File: src/rtl/core/bdd_pkg.sv
// Package for the baud divisor decoder: payload structs, clock constants,
// fraction table and the controller/datapath command and status structs.
// No dependencies.
`default_nettype none

package bdd_pkg;

	localparam int unsigned VALUE_W = 16;
	localparam int unsigned INDEX_W = 16;
	localparam int unsigned BAUD_W  = 24;
	localparam int unsigned SPEED_W = 28;
	localparam int unsigned NUM_W   = 28;
	localparam int unsigned DEN_W   = 18;
	localparam int unsigned DIVD_W  = 17;
	localparam int unsigned RATIO_W = 5;

	// Numerator is 16 * clock, for the 12 MHz and 3 MHz clocks.
	localparam logic [NUM_W-1:0] NUM_HIGH_CLOCK = NUM_W'(16 * 12000000);
	localparam logic [NUM_W-1:0] NUM_BASE_CLOCK = NUM_W'(16 * 3000000);
	localparam logic [NUM_W-1:0] BAUD_MAX       = NUM_W'(12000000);
	localparam logic [BAUD_W-1:0] BAUD_RESET    = BAUD_W'(115200);

	localparam int unsigned RATIO_HIGH_CLOCK = 1;
	localparam int unsigned RATIO_BASE_CLOCK = 1;

	// Interface numbers that take a rate change.
	localparam logic [7:0] IFACE_A = 8'h00;
	localparam logic [7:0] IFACE_B = 8'h01;

	// Divisor stand-ins, in eighths: one for a zero divisor, one-and-a-half for a divisor of one.
	localparam logic [DIVD_W-1:0] DIVD_ZERO    = DIVD_W'(8);
	localparam logic [DIVD_W-1:0] DIVD_ONEHALF = DIVD_W'(12);

	localparam int unsigned DIV_STEPS = NUM_W;
	localparam int unsigned CNT_W     = $clog2(DIV_STEPS);

	typedef struct packed {
		logic [VALUE_W-1:0] value_word;
		logic [INDEX_W-1:0] index_word;
	} bdd_in_t;

	typedef struct packed {
		logic               accepted;
		logic [BAUD_W-1:0]  baud_rate;
		logic [SPEED_W-1:0] bitbang_speed;
	} bdd_out_t;

	typedef struct packed {
		logic load;
		logic div_step;
		logic sat;
		logic mul;
		logic commit;
	} bdd_cmd_t;

	typedef struct packed {
		logic iface_ok;
	} bdd_stat_t;

	// Fraction code to eighths.
	function automatic logic [2:0] frac_eighths(input logic [2:0] code);
		logic [2:0] f;
		case (code)
			3'd0: f = 3'd0;
			3'd1: f = 3'd4;
			3'd2: f = 3'd2;
			3'd3: f = 3'd1;
			3'd4: f = 3'd3;
			3'd5: f = 3'd5;
			3'd6: f = 3'd6;
			3'd7: f = 3'd7;
			default: f = 3'd0;
		endcase
		return f;
	endfunction

endpackage

`default_nettype wire

File: src/rtl/core/bdd_datapath.sv
// Datapath of the baud divisor decoder: divisor decode, restoring divider,
// saturation, ratio multiply, stored rate and output register. Uses bdd_pkg.
`default_nettype none

module bdd_datapath (
	input  wire logic             clk,
	input  wire logic             arst_n,
	input  wire bdd_pkg::bdd_in_t in_data,
	input  wire bdd_pkg::bdd_cmd_t cmd,
	output bdd_pkg::bdd_stat_t    stat,
	output bdd_pkg::bdd_out_t     out_data
);
	import bdd_pkg::*;

	logic [13:0]        n_w;
	logic [2:0]         f_w;
	logic [DIVD_W-1:0]  d_w;
	logic               hi_clk_w;
	logic [NUM_W-1:0]   num_w;
	logic [DEN_W:0]     trial_w;
	logic               fits_w;
	logic [BAUD_W-1:0]  sat_w;
	logic [RATIO_W-1:0] ratio_w;
	logic [BAUD_W+RATIO_W-1:0] prod_w;

	logic               acc_q;
	logic               hi_clk_q;
	logic [DEN_W-1:0]   den_q;
	logic [DEN_W-1:0]   rem_q;
	logic [NUM_W-1:0]   quot_q;
	logic [BAUD_W-1:0]  baud_q;
	logic [SPEED_W-1:0] speed_q;
	logic [BAUD_W-1:0]  cur_baud_q;
	logic [SPEED_W-1:0] cur_speed_q;
	bdd_out_t           out_q;

	// Decode the request
	assign stat.iface_ok = (in_data.index_word[7:0] == IFACE_A) ||
		(in_data.index_word[7:0] == IFACE_B);
	assign hi_clk_w = in_data.index_word[9];
	assign n_w      = in_data.value_word[13:0];
	assign f_w      = frac_eighths({in_data.index_word[8], in_data.value_word[15:14]});

	always_comb begin
		if (f_w == 3'd0 && n_w == 14'd0) begin
			d_w = DIVD_ZERO;
		end else if (f_w == 3'd0 && n_w == 14'd1) begin
			d_w = DIVD_ONEHALF;
		end else begin
			d_w = {n_w, f_w};
		end
		num_w = (hi_clk_w ? NUM_HIGH_CLOCK : NUM_BASE_CLOCK) + NUM_W'(d_w);
	end

	// One restoring division step
	assign trial_w = {rem_q, quot_q[NUM_W-1]};
	assign fits_w  = trial_w >= {1'b0, den_q};

	// Saturate and scale
	assign sat_w   = (quot_q > BAUD_MAX) ? BAUD_MAX[BAUD_W-1:0] : quot_q[BAUD_W-1:0];
	assign ratio_w = hi_clk_q ? RATIO_W'(RATIO_HIGH_CLOCK) : RATIO_W'(RATIO_BASE_CLOCK);
	assign prod_w  = (BAUD_W+RATIO_W)'(baud_q) * (BAUD_W+RATIO_W)'(ratio_w);

	// Working registers
	always_ff @(posedge clk) begin
		if (cmd.load) begin
			acc_q    <= stat.iface_ok;
			hi_clk_q <= hi_clk_w;
			den_q    <= {d_w, 1'b0};
			rem_q    <= '0;
			quot_q   <= num_w;
		end
		if (cmd.div_step) begin
			if (fits_w) begin
				rem_q <= DEN_W'(trial_w - {1'b0, den_q});
			end else begin
				rem_q <= trial_w[DEN_W-1:0];
			end
			quot_q <= {quot_q[NUM_W-2:0], fits_w};
		end
		if (cmd.sat) begin
			baud_q <= sat_w;
		end
		if (cmd.mul) begin
			speed_q <= prod_w[SPEED_W-1:0];
		end
		if (cmd.commit) begin
			out_q.accepted      <= acc_q;
			out_q.baud_rate     <= acc_q ? baud_q : cur_baud_q;
			out_q.bitbang_speed <= acc_q ? speed_q : cur_speed_q;
		end
	end

	// Stored rate and speed
	always_ff @(posedge clk or negedge arst_n) begin
		if (!arst_n) begin
			cur_baud_q  <= BAUD_RESET;
			cur_speed_q <= '0;
		end else if (cmd.commit && acc_q) begin
			cur_baud_q  <= baud_q;
			cur_speed_q <= speed_q;
		end
	end

	assign out_data = out_q;

endmodule

`default_nettype wire

File: src/rtl/core/bdd_ctrl.sv
// Controller of the baud divisor decoder: sequences load, division steps,
// saturation, multiply and commit, and owns both handshakes. Uses bdd_pkg.
`default_nettype none

module bdd_ctrl (
	input  wire logic               clk,
	input  wire logic               arst_n,
	input  wire logic               in_valid,
	output logic                    in_ready,
	output logic                    out_valid,
	input  wire logic               out_ready,
	input  wire bdd_pkg::bdd_stat_t stat,
	output bdd_pkg::bdd_cmd_t       cmd
);
	import bdd_pkg::*;

	typedef enum logic [2:0] {
		ST_IDLE,
		ST_DIV,
		ST_SAT,
		ST_MUL,
		ST_DONE
	} state_t;

	state_t           state_q;
	logic [CNT_W-1:0] cnt_q;
	logic             out_valid_q;
	logic             slot_free;

	assign slot_free  = !out_valid_q || out_ready;
	assign in_ready   = (state_q == ST_IDLE);
	assign out_valid  = out_valid_q;

	// Commands from the current state
	always_comb begin
		cmd          = '0;
		cmd.load     = (state_q == ST_IDLE) && in_valid;
		cmd.div_step = (state_q == ST_DIV);
		cmd.sat      = (state_q == ST_SAT);
		cmd.mul      = (state_q == ST_MUL);
		cmd.commit   = (state_q == ST_DONE) && slot_free;
	end

	// Advance the sequence and hold the output valid
	always_ff @(posedge clk or negedge arst_n) begin
		if (!arst_n) begin
			state_q     <= ST_IDLE;
			cnt_q       <= '0;
			out_valid_q <= 1'b0;
		end else begin
			if (state_q == ST_DONE && slot_free) begin
				out_valid_q <= 1'b1;
			end else if (out_ready) begin
				out_valid_q <= 1'b0;
			end
			case (state_q)
				ST_IDLE: begin
					cnt_q <= '0;
					if (in_valid) begin
						state_q <= stat.iface_ok ? ST_DIV : ST_DONE;
					end
				end
				ST_DIV: begin
					cnt_q <= cnt_q + 1'b1;
					if (cnt_q == CNT_W'(DIV_STEPS - 1)) begin
						state_q <= ST_SAT;
					end
				end
				ST_SAT: begin
					state_q <= ST_MUL;
				end
				ST_MUL: begin
					state_q <= ST_DONE;
				end
				ST_DONE: begin
					if (slot_free) begin
						state_q <= ST_IDLE;
					end
				end
				default: begin
					state_q <= ST_IDLE;
				end
			endcase
		end
	end

endmodule

`default_nettype wire

File: src/rtl/core/baud_divisor_decoder.sv
// Top level of the baud divisor decoder: joins controller and datapath.
// Uses bdd_pkg, bdd_ctrl and bdd_datapath.
//
// Input channel (in_valid/in_ready/in_data) takes one set-baud-rate request:
// a value word and an index word. Output channel (out_valid/out_ready/
// out_data) returns one item per request: the accepted flag and the stored
// baud rate and bit-bang speed after the request.
// A request for an interface other than 0 or 1 is refused and returns the
// unchanged stored values without going through the divider.
// An accepted request is decoded into a divisor, and the rate is found by a
// restoring divider that retires one quotient bit a cycle, followed by a
// saturation step and a ratio multiply step. One request is in work at a
// time; the next is taken once the previous result is in the output
// register.
// If the receiver stalls, the result holds in the output register; a new
// request may already be worked on and waits before commit until the
// register is free.
// Reset sets the stored rate to 115200 baud and the speed to zero, and
// leaves no item pending.
`default_nettype none

module baud_divisor_decoder (
	input  wire logic              clk,
	input  wire logic              arst_n,
	input  wire logic              in_valid,
	output logic                   in_ready,
	input  wire bdd_pkg::bdd_in_t  in_data,
	output logic                   out_valid,
	input  wire logic              out_ready,
	output bdd_pkg::bdd_out_t      out_data
);
	import bdd_pkg::*;

	bdd_cmd_t  cmd;
	bdd_stat_t stat;

	// Sequence the request
	bdd_ctrl u_ctrl (
		.clk       (clk),
		.arst_n    (arst_n),
		.in_valid  (in_valid),
		.in_ready  (in_ready),
		.out_valid (out_valid),
		.out_ready (out_ready),
		.stat      (stat),
		.cmd       (cmd)
	);

	// Decode, divide and store
	bdd_datapath u_datapath (
		.clk      (clk),
		.arst_n   (arst_n),
		.in_data  (in_data),
		.cmd      (cmd),
		.stat     (stat),
		.out_data (out_data)
	);

endmodule

`default_nettype wire

File: config.mk
export PLATFORM = sky130hd
export DESIGN_NAME = baud_divisor_decoder
export DESIGN_NICKNAME = d
export VERILOG_FILES = /design/src/rtl/core/bdd_pkg.sv /design/src/rtl/core/bdd_datapath.sv /design/src/rtl/core/bdd_ctrl.sv /design/src/rtl/core/baud_divisor_decoder.sv
export SDC_FILE = /design/constraint.sdc
export NUM_CORES = 1
export LEC_CHECK = 0
export BUFFER_PORTS_ARGS = -buffer_cell sky130_fd_sc_hd__clkbuf_2
export CORE_ASPECT_RATIO = 1.5
export CORE_UTILIZATION = 44
export DETAILED_ROUTE_END_ITERATION = 7
export REMOVE_ABC_BUFFERS = 1
export SLEW_MARGIN = 5
export SYNTH_ARGS = -nofsm -noshare
export SYNTH_HDL_FRONTEND = slang
export SYNTH_SLANG_ARGS = --single-unit
File: constraint.sdc
create_clock -name clk -period 3.9 [get_ports clk]
set_input_delay 0.585 -clock clk [delete_from_list [all_inputs] [get_ports clk]]
set_output_delay 0.585 -clock clk [all_outputs]
set_load 0.01 [all_outputs]
## After elaboration in Yosys (flattened, before gate mapping)

Memories as Yosys holds them, arrays and structs flattened.
Cells that the tools add are included.

- Bits in registers: 218
- Latch bits: 0
- RAM bits: 0
- Memory bits (read-only): 24
- Input bits: 36
- Output and inout bits: 55
- Logic and storage cells: 64
- Memories kept: 1

- Add/subtract/negate cells: 3
- $mul: 0
- Div/mod/pow operators: 0
- Magnitude comparators: 2
- Eq/ne operators: 10
- Shifts and indexed selects: 0
- Muxes and demuxes: 18
- Bitwise operators: 0
- Reduce and logical (&&, ||, !) cells: 16

Memories:

| memory | words | bits a word | read ports | clocked after memory_dff | wr ports | RTL line | RTL |
|---|---|---|---|---|---|---|---|
| (no name shown) | 8 | 3 | 1 | 0 | 0 | bdd_pkg.sv:63 | `case (code)` |

Operator list:

| cell | number |
|---|---|
| 28-bit two-way mux | 3 |
| 18-bit two-way mux | 3 |
| 24-bit two-way mux | 2 |
| 17-bit two-way mux | 2 |
| 28-bit by 17-bit adder with 28-bit output | 1 |
| 28-bit by 24-bit > comparator with 1-bit output (second input constant) | 1 |
| 19-bit by 18-bit greater-or-equal comparator with 1-bit output | 1 |
| 18-bit subtractor | 1 |
| 3-bit case mux with 5 select lines | 1 |
| 14-bit by 1-bit equality test with 1-bit output (second input constant) | 1 |
| 14-bit zero test | 1 |
| 3-bit two-way mux | 4 |
| 5-bit case mux with 2 select lines | 1 |
| 8-bit by 1-bit equality test with 1-bit output (second input constant) | 1 |
| 8-bit zero test | 1 |
| 3-bit by 2-bit equality test with 1-bit output (second input constant) | 2 |
| 3-bit zero test | 2 |
| 2-bit nonzero test | 3 |
| 5-bit by 1-bit adder with 5-bit output (second input constant) | 1 |
| 5-bit equality test (second input constant) | 1 |
| 1-bit logical AND | 5 |
| 2-bit by 1-bit != test with 1-bit output (second input constant) | 2 |
| 3-bit by 1-bit equality test with 1-bit output (second input constant) | 1 |
| 3-bit equality test (second input constant) | 1 |
| other kinds (5) | 7 |

## Depth between registers and ports, before layout

An unclocked memory read counts as a cell.

- Depth in word-level cells: 8
- Gate-level depth with buffers: 11
- Gate-level depth less buffers: 9

## By module

A second synthesis with hierarchy kept.

- Cells, all modules: 696
- Area total of the unflattened synthesis: 9789.4 um^2

Modules (own cells, without submodules):

| module | instances | cells each | area an instance (um^2) | seq. area each (um^2) |
|---|---|---|---|---|
| bdd_datapath | 1 | 641 | 9255.1 | 6040.8 |
| bdd_ctrl | 1 | 55 | 534.3 | 225.2 |

## Worst setup path before layout

No wires, ideal clock.

- Path type: flip-flop to flip-flop
- From: reg u_ctrl.state_q[0]
- To: reg u_datapath.baud_q[0] (enable)
- Library setup time: 0.440 ns
- Data arrival time: 2.520 ns
- Path slack: 0.940 ns
- Cell stages (with the launch flop): 4
- Buffers on the path: 2
- Period minus slack after synthesis: 2.960 ns
- Cells stage by stage: dfrtp_1 clkbuf_1 clkbuf_1 nor3b_1

- Cells in the longest elaborated chain, start to end: 1

Ends and longest elaborated chain:

| element | RTL line | RTL |
|---|---|---|
| start, declared | bdd_ctrl.sv:25 | `state_t state_q;` |
| start signal, assigned | bdd_ctrl.sv:60 | `state_q <= stat.iface_ok ? ST_DIV : ST_DONE;` |
| 3-bit by 2-bit equality test with 1-bit output | bdd_ctrl.sv:39 | `cmd.sat = (state_q == ST_SAT);` |
| end signal, assigned | bdd_datapath.sv:82 | `baud_q <= sat_w;` |
| end, declared | bdd_datapath.sv:31 | `logic [BAUD_W-1:0] baud_q;` |

No other way between the ends.
A chain may end at the register's enable or synchronous reset.

## Worst setup path after layout

- From: reg u_datapath.rem_q[0]
- To: reg u_datapath.rem_q[12] (data pin)

- Cells in the longest elaborated chain, start to end: 3
- Elaborated cells between the ends (all ways): 4
- Classes of those cells: add/sub: 1; order compare: 1; mux: 2

Ends and longest elaborated chain:

| element | RTL line | RTL |
|---|---|---|
| start, declared | bdd_datapath.sv:29 | `logic [DEN_W-1:0] rem_q;` |
| start signal, assigned | bdd_datapath.sv:75 | `rem_q <= DEN_W'(trial_w - {1'b0, den_q});` |
| start signal, assigned | bdd_datapath.sv:77 | `rem_q <= trial_w[DEN_W-1:0];` |
| 18-bit subtractor or 19-bit by 18-bit greater-or-equal comparator with 1-bit output (tied branches) | bdd_datapath.sv:75, bdd_datapath.sv:57 |  |
| 18-bit two-way mux (*) | bdd_datapath.sv:74 | `if (fits_w) begin` |
| 18-bit two-way mux (*) | bdd_datapath.sv:73 | `if (cmd.div_step) begin` |

Every way passes the cells marked *; elsewhere a longest branch is shown, timed or not.

==> results.yml <==
run_status:
  status: "completed"
setup_path:
  critPathTopFamily: "simple AND/OR/NAND/NOR gates"
  reg2reg_depth: 9
  critPathSlowestCell: "or3b_1"
  crit_type: "reg2reg"
  crit_buf_inv: 1
  cp.required_ns: 4.26
  cp-end-kind: "flip-flop"
  path_common_cell: "a21oi_2"
  critPathArrivalTime_ns: 2.98
  critPathLaunch: "u_datapath.rem_q[0]$_SDFFCE_PN0P_"
  r2r-start: "u_datapath.rem_q[0]$_SDFFCE_PN0P_"
  cp_max_fo: 17
  ff2ff_setup_slack_ns: 1.28
  reg2reg_to: "u_datapath.rem_q[12]$_SDFFCE_PN0P_"
  critPathMaxStageDelay_ns: 0.41
  cp-start-kind: "flip-flop"
  crit_chain: "inv_1 > ha_1 > fa_1 > nand2b_1 > a21oi_2 > o211ai_2 > and4_4 > or3b_1 > a21oi_2"
synth:
  mappedNetlistArea_sq_um: 9860
  synth_top_area_cell: "edfxtp_1"
  synth_cell_types: 62
  synth_edf_count: 161
  yosys.area.top_type_share_pct: 49.0
  ys_seq_area_share_pct: 63.5
  syn_inst: 738
  synthArstFlopShare_pct: 26.1
  ys_ff_latch: 218
  syn_area_per_cell_sq_um: 13.4
  synth.area.top_cells: "edfxtp_1 (49%), dfrtp_1 (13%), mux2_2 (11%)"
  ys.flop_type: "edfxtp_1"
  synth_warnings: 0
detailed_routing:
  drc_errors: 0
  ant_nets: 0
  drt-initial-drc-count: 277
  post_drt_wl_per_cell_um: 17.2
  drt-vias-per-instance: 5.37
  wirelength_um: 18800
  drtPass1Iterations: 4
  via_count: 5877
placement:
  dp_slack_ns: 1.22
  hpwl_um: 13000
  portBuffers: 79
  place_area_sq_um: 10500
  place_congestion: 0.907
sta:
  finalSetupViolCount: 0
  rsz0062_at_grt: "no"
  tightest_slew_ns: 1.21
  drv_slew: 0
  maxSlewHeadroom_pct: 19.4
  finalCritPeriodShare_pct: 67.3
  final-hold-violation-count: 0
  setup_ws_ns: 1.28
  max_freq_mhz: 381
  fin_skew_ns: 0.00817
  fin_crit_ns: 2.62
clock_tree:
  cts_buffers: 22
  cts_hold_buffers: 0
  cts.sinks: 218
  postCtsSetupRepairBufs: 0
  worst_skew_pair.late_latency_ns: 0.50
  clock_path_buffers: 3
  cts_resized: 0
  htree_num_levels: 1
  clkTransAtPathRegs_ns: 0.06
  cts-root-buf: "clkbuf_16"
  cts_tree: "built"
die:
  die_h_um: 185
  chipWidth_um: 124
  rows: 66
  core_area_sq_um: 21800
  io_pins: 91
  start_util_pct: 45.2
  die_area_sq_um: 23000
final_layout:
  area_growth_pct: 13.8
  diodes: 0
  final_nets: 869
  fin_area_sq_um: 11200
  drive_gt1_share_pct: 29.4
power_and_ir_drop:
  leakage_nw: 4.19
  p_per_area_nw_per_um2: 485
  peakVddDrop_uv: 358
min_path:
  hp-class: "in2async"
global_route:
  grt_max_degree: 50
  grt_pass1_wl_um: 30800
  first_global_vias: 6167
  antenna_found_initial: 0
  grt_util_all_layers_pct: 16.6
  overflow: 0
run:
  cap_violations: 0
-- layer usage --
metal | GRT usage (%) | vias to the layer above | share of wire, % | wire length (um)
met5 | 0 | - | 0 | 0
met4 | 6.84 | 0 | 3.1 | 584
met3 | 2.22 | 40 | 3.5 | 664
met2 | 31.4 | 116 | 53 | 10000
met1 | 18.7 | 2878 | 40 | 7560
li1 | - | 2843 | - | -
-- synthesized netlist by cell type, drive strengths merged (3+ instances only) --
cell / number
a211oi: 5
a21o: 11
a21oi: 45
a22o: 3
a31oi: 4
and2: 17
and3: 8
buf: 17
clkbuf: 30
dfrtp: 53
dfstp: 4
edfxtp: 161
ha: 24
inv: 24
mux2: 98
nand2: 75
nand2b: 10
nand3: 9
nand4: 7
nor2: 27
nor3: 8
nor4: 10
o211ai: 3
o21a: 6
o21ai: 18
o31ai: 3
or2: 4
or3: 13
or4: 4
xnor2: 8
-- layout make-up --
class | instances | area [sq um]
Multi-Input combinational cell | 452 | 3310
Inverter | 24 | 90.1
Clock inverter | 9 | 104
Fill cell | 1908 | 10600
Tap cell | 272 | 340
Timing Repair Buffer | 89 | 483
Clock buffer | 31 | 636
Sequential cell | 218 | 6270
-- report_power, final --
group | total (W) | switching, W | internal [W]
registers | 0.00270 | 0.0000592 | 0.00264
clock network | 0.00213 | 0.000853 | 0.00127
logic | 0.000617 | 0.000382 | 0.000235
total | 0.00544 | 0.00129 | 0.00415
-- flip-flops by register name (all words and copies together), names as in the netlist, 3 cells and up --
signal / flops
u_datapath.den_q: 17
u_datapath.out_data: 49
u_datapath.speed_q: 24
u_datapath.rem_q: 18
u_datapath.quot_q: 28
u_datapath.baud_q: 24
u_ctrl.state_q: 3
u_ctrl.cnt_q: 5
u_datapath.cur_baud_q: 24
u_datapath.cur_speed_q: 24
-- kinds of logic after synthesis --
family | Yosys count | share of synthesized area, %
flip-flops | 218 | 63.5
AND/OR/NAND/NOR | 202 | 10.5
AO/OA/AOI/OAI | 111 | 7.18
multiplexers | 100 | 11.4
buffers and inverters | 71 | 3.13
adder cells (fa/ha/maj) | 26 | 3.45
XOR/XNOR | 9 | 0.799
other | 1 | 0.0380
-- cells in the final DEF (no fill, tap or decap), drive strengths merged, types with 13 or more instances in the layout --
| cell | netlist | routed |
|---|---|---|
| clkbuf | 30 | 110 |
| a21oi | 45 | 45 |
| ha | 24 | 24 |
| edfxtp | 161 | 161 |
| mux2 | 98 | 98 |
| dfrtp | 53 | 53 |
| inv | 24 | 25 |
| or3 | 13 | 13 |
| nor2 | 27 | 27 |
| o21ai | 18 | 18 |
| and2 | 17 | 17 |
| nand2 | 75 | 75 |
-- metrics by stage --
step	setup TNS (ns)	cells	utilization, %	hold WS, ns	power (W)
floorplan	-2.28	694	-	0.289	0.00315
global placement	0	1055	48.1	0.454	0.00335
detailed placement	0	1055	48.1	0.460	0.00337
CTS	0	1095	51.5	0.0923	0.00552
global route	0	1095	51.5	0.111	0.00567
finish	0	1095	51.5	0.0684	0.00544
-- how the worst max path moves through the flow --
stage	end	cells after the start	slack, ns
after floorplan	u_datapath.cur_baud_q[0]$_DFFE_PN0P_	4	-0.05
after global placement	u_datapath.quot_q[16]$_DFFE_PP_	9	1.27
after detailed placement	u_datapath.quot_q[16]$_DFFE_PP_	9	1.22
after CTS	u_datapath.rem_q[16]$_SDFFCE_PN0P_	7	1.28
after global routing	u_datapath.rem_q[15]$_SDFFCE_PN0P_	7	1.04
final	u_datapath.rem_q[12]$_SDFFCE_PN0P_	9	1.28
Note: power is estimated with default switching activity, not from simulation.
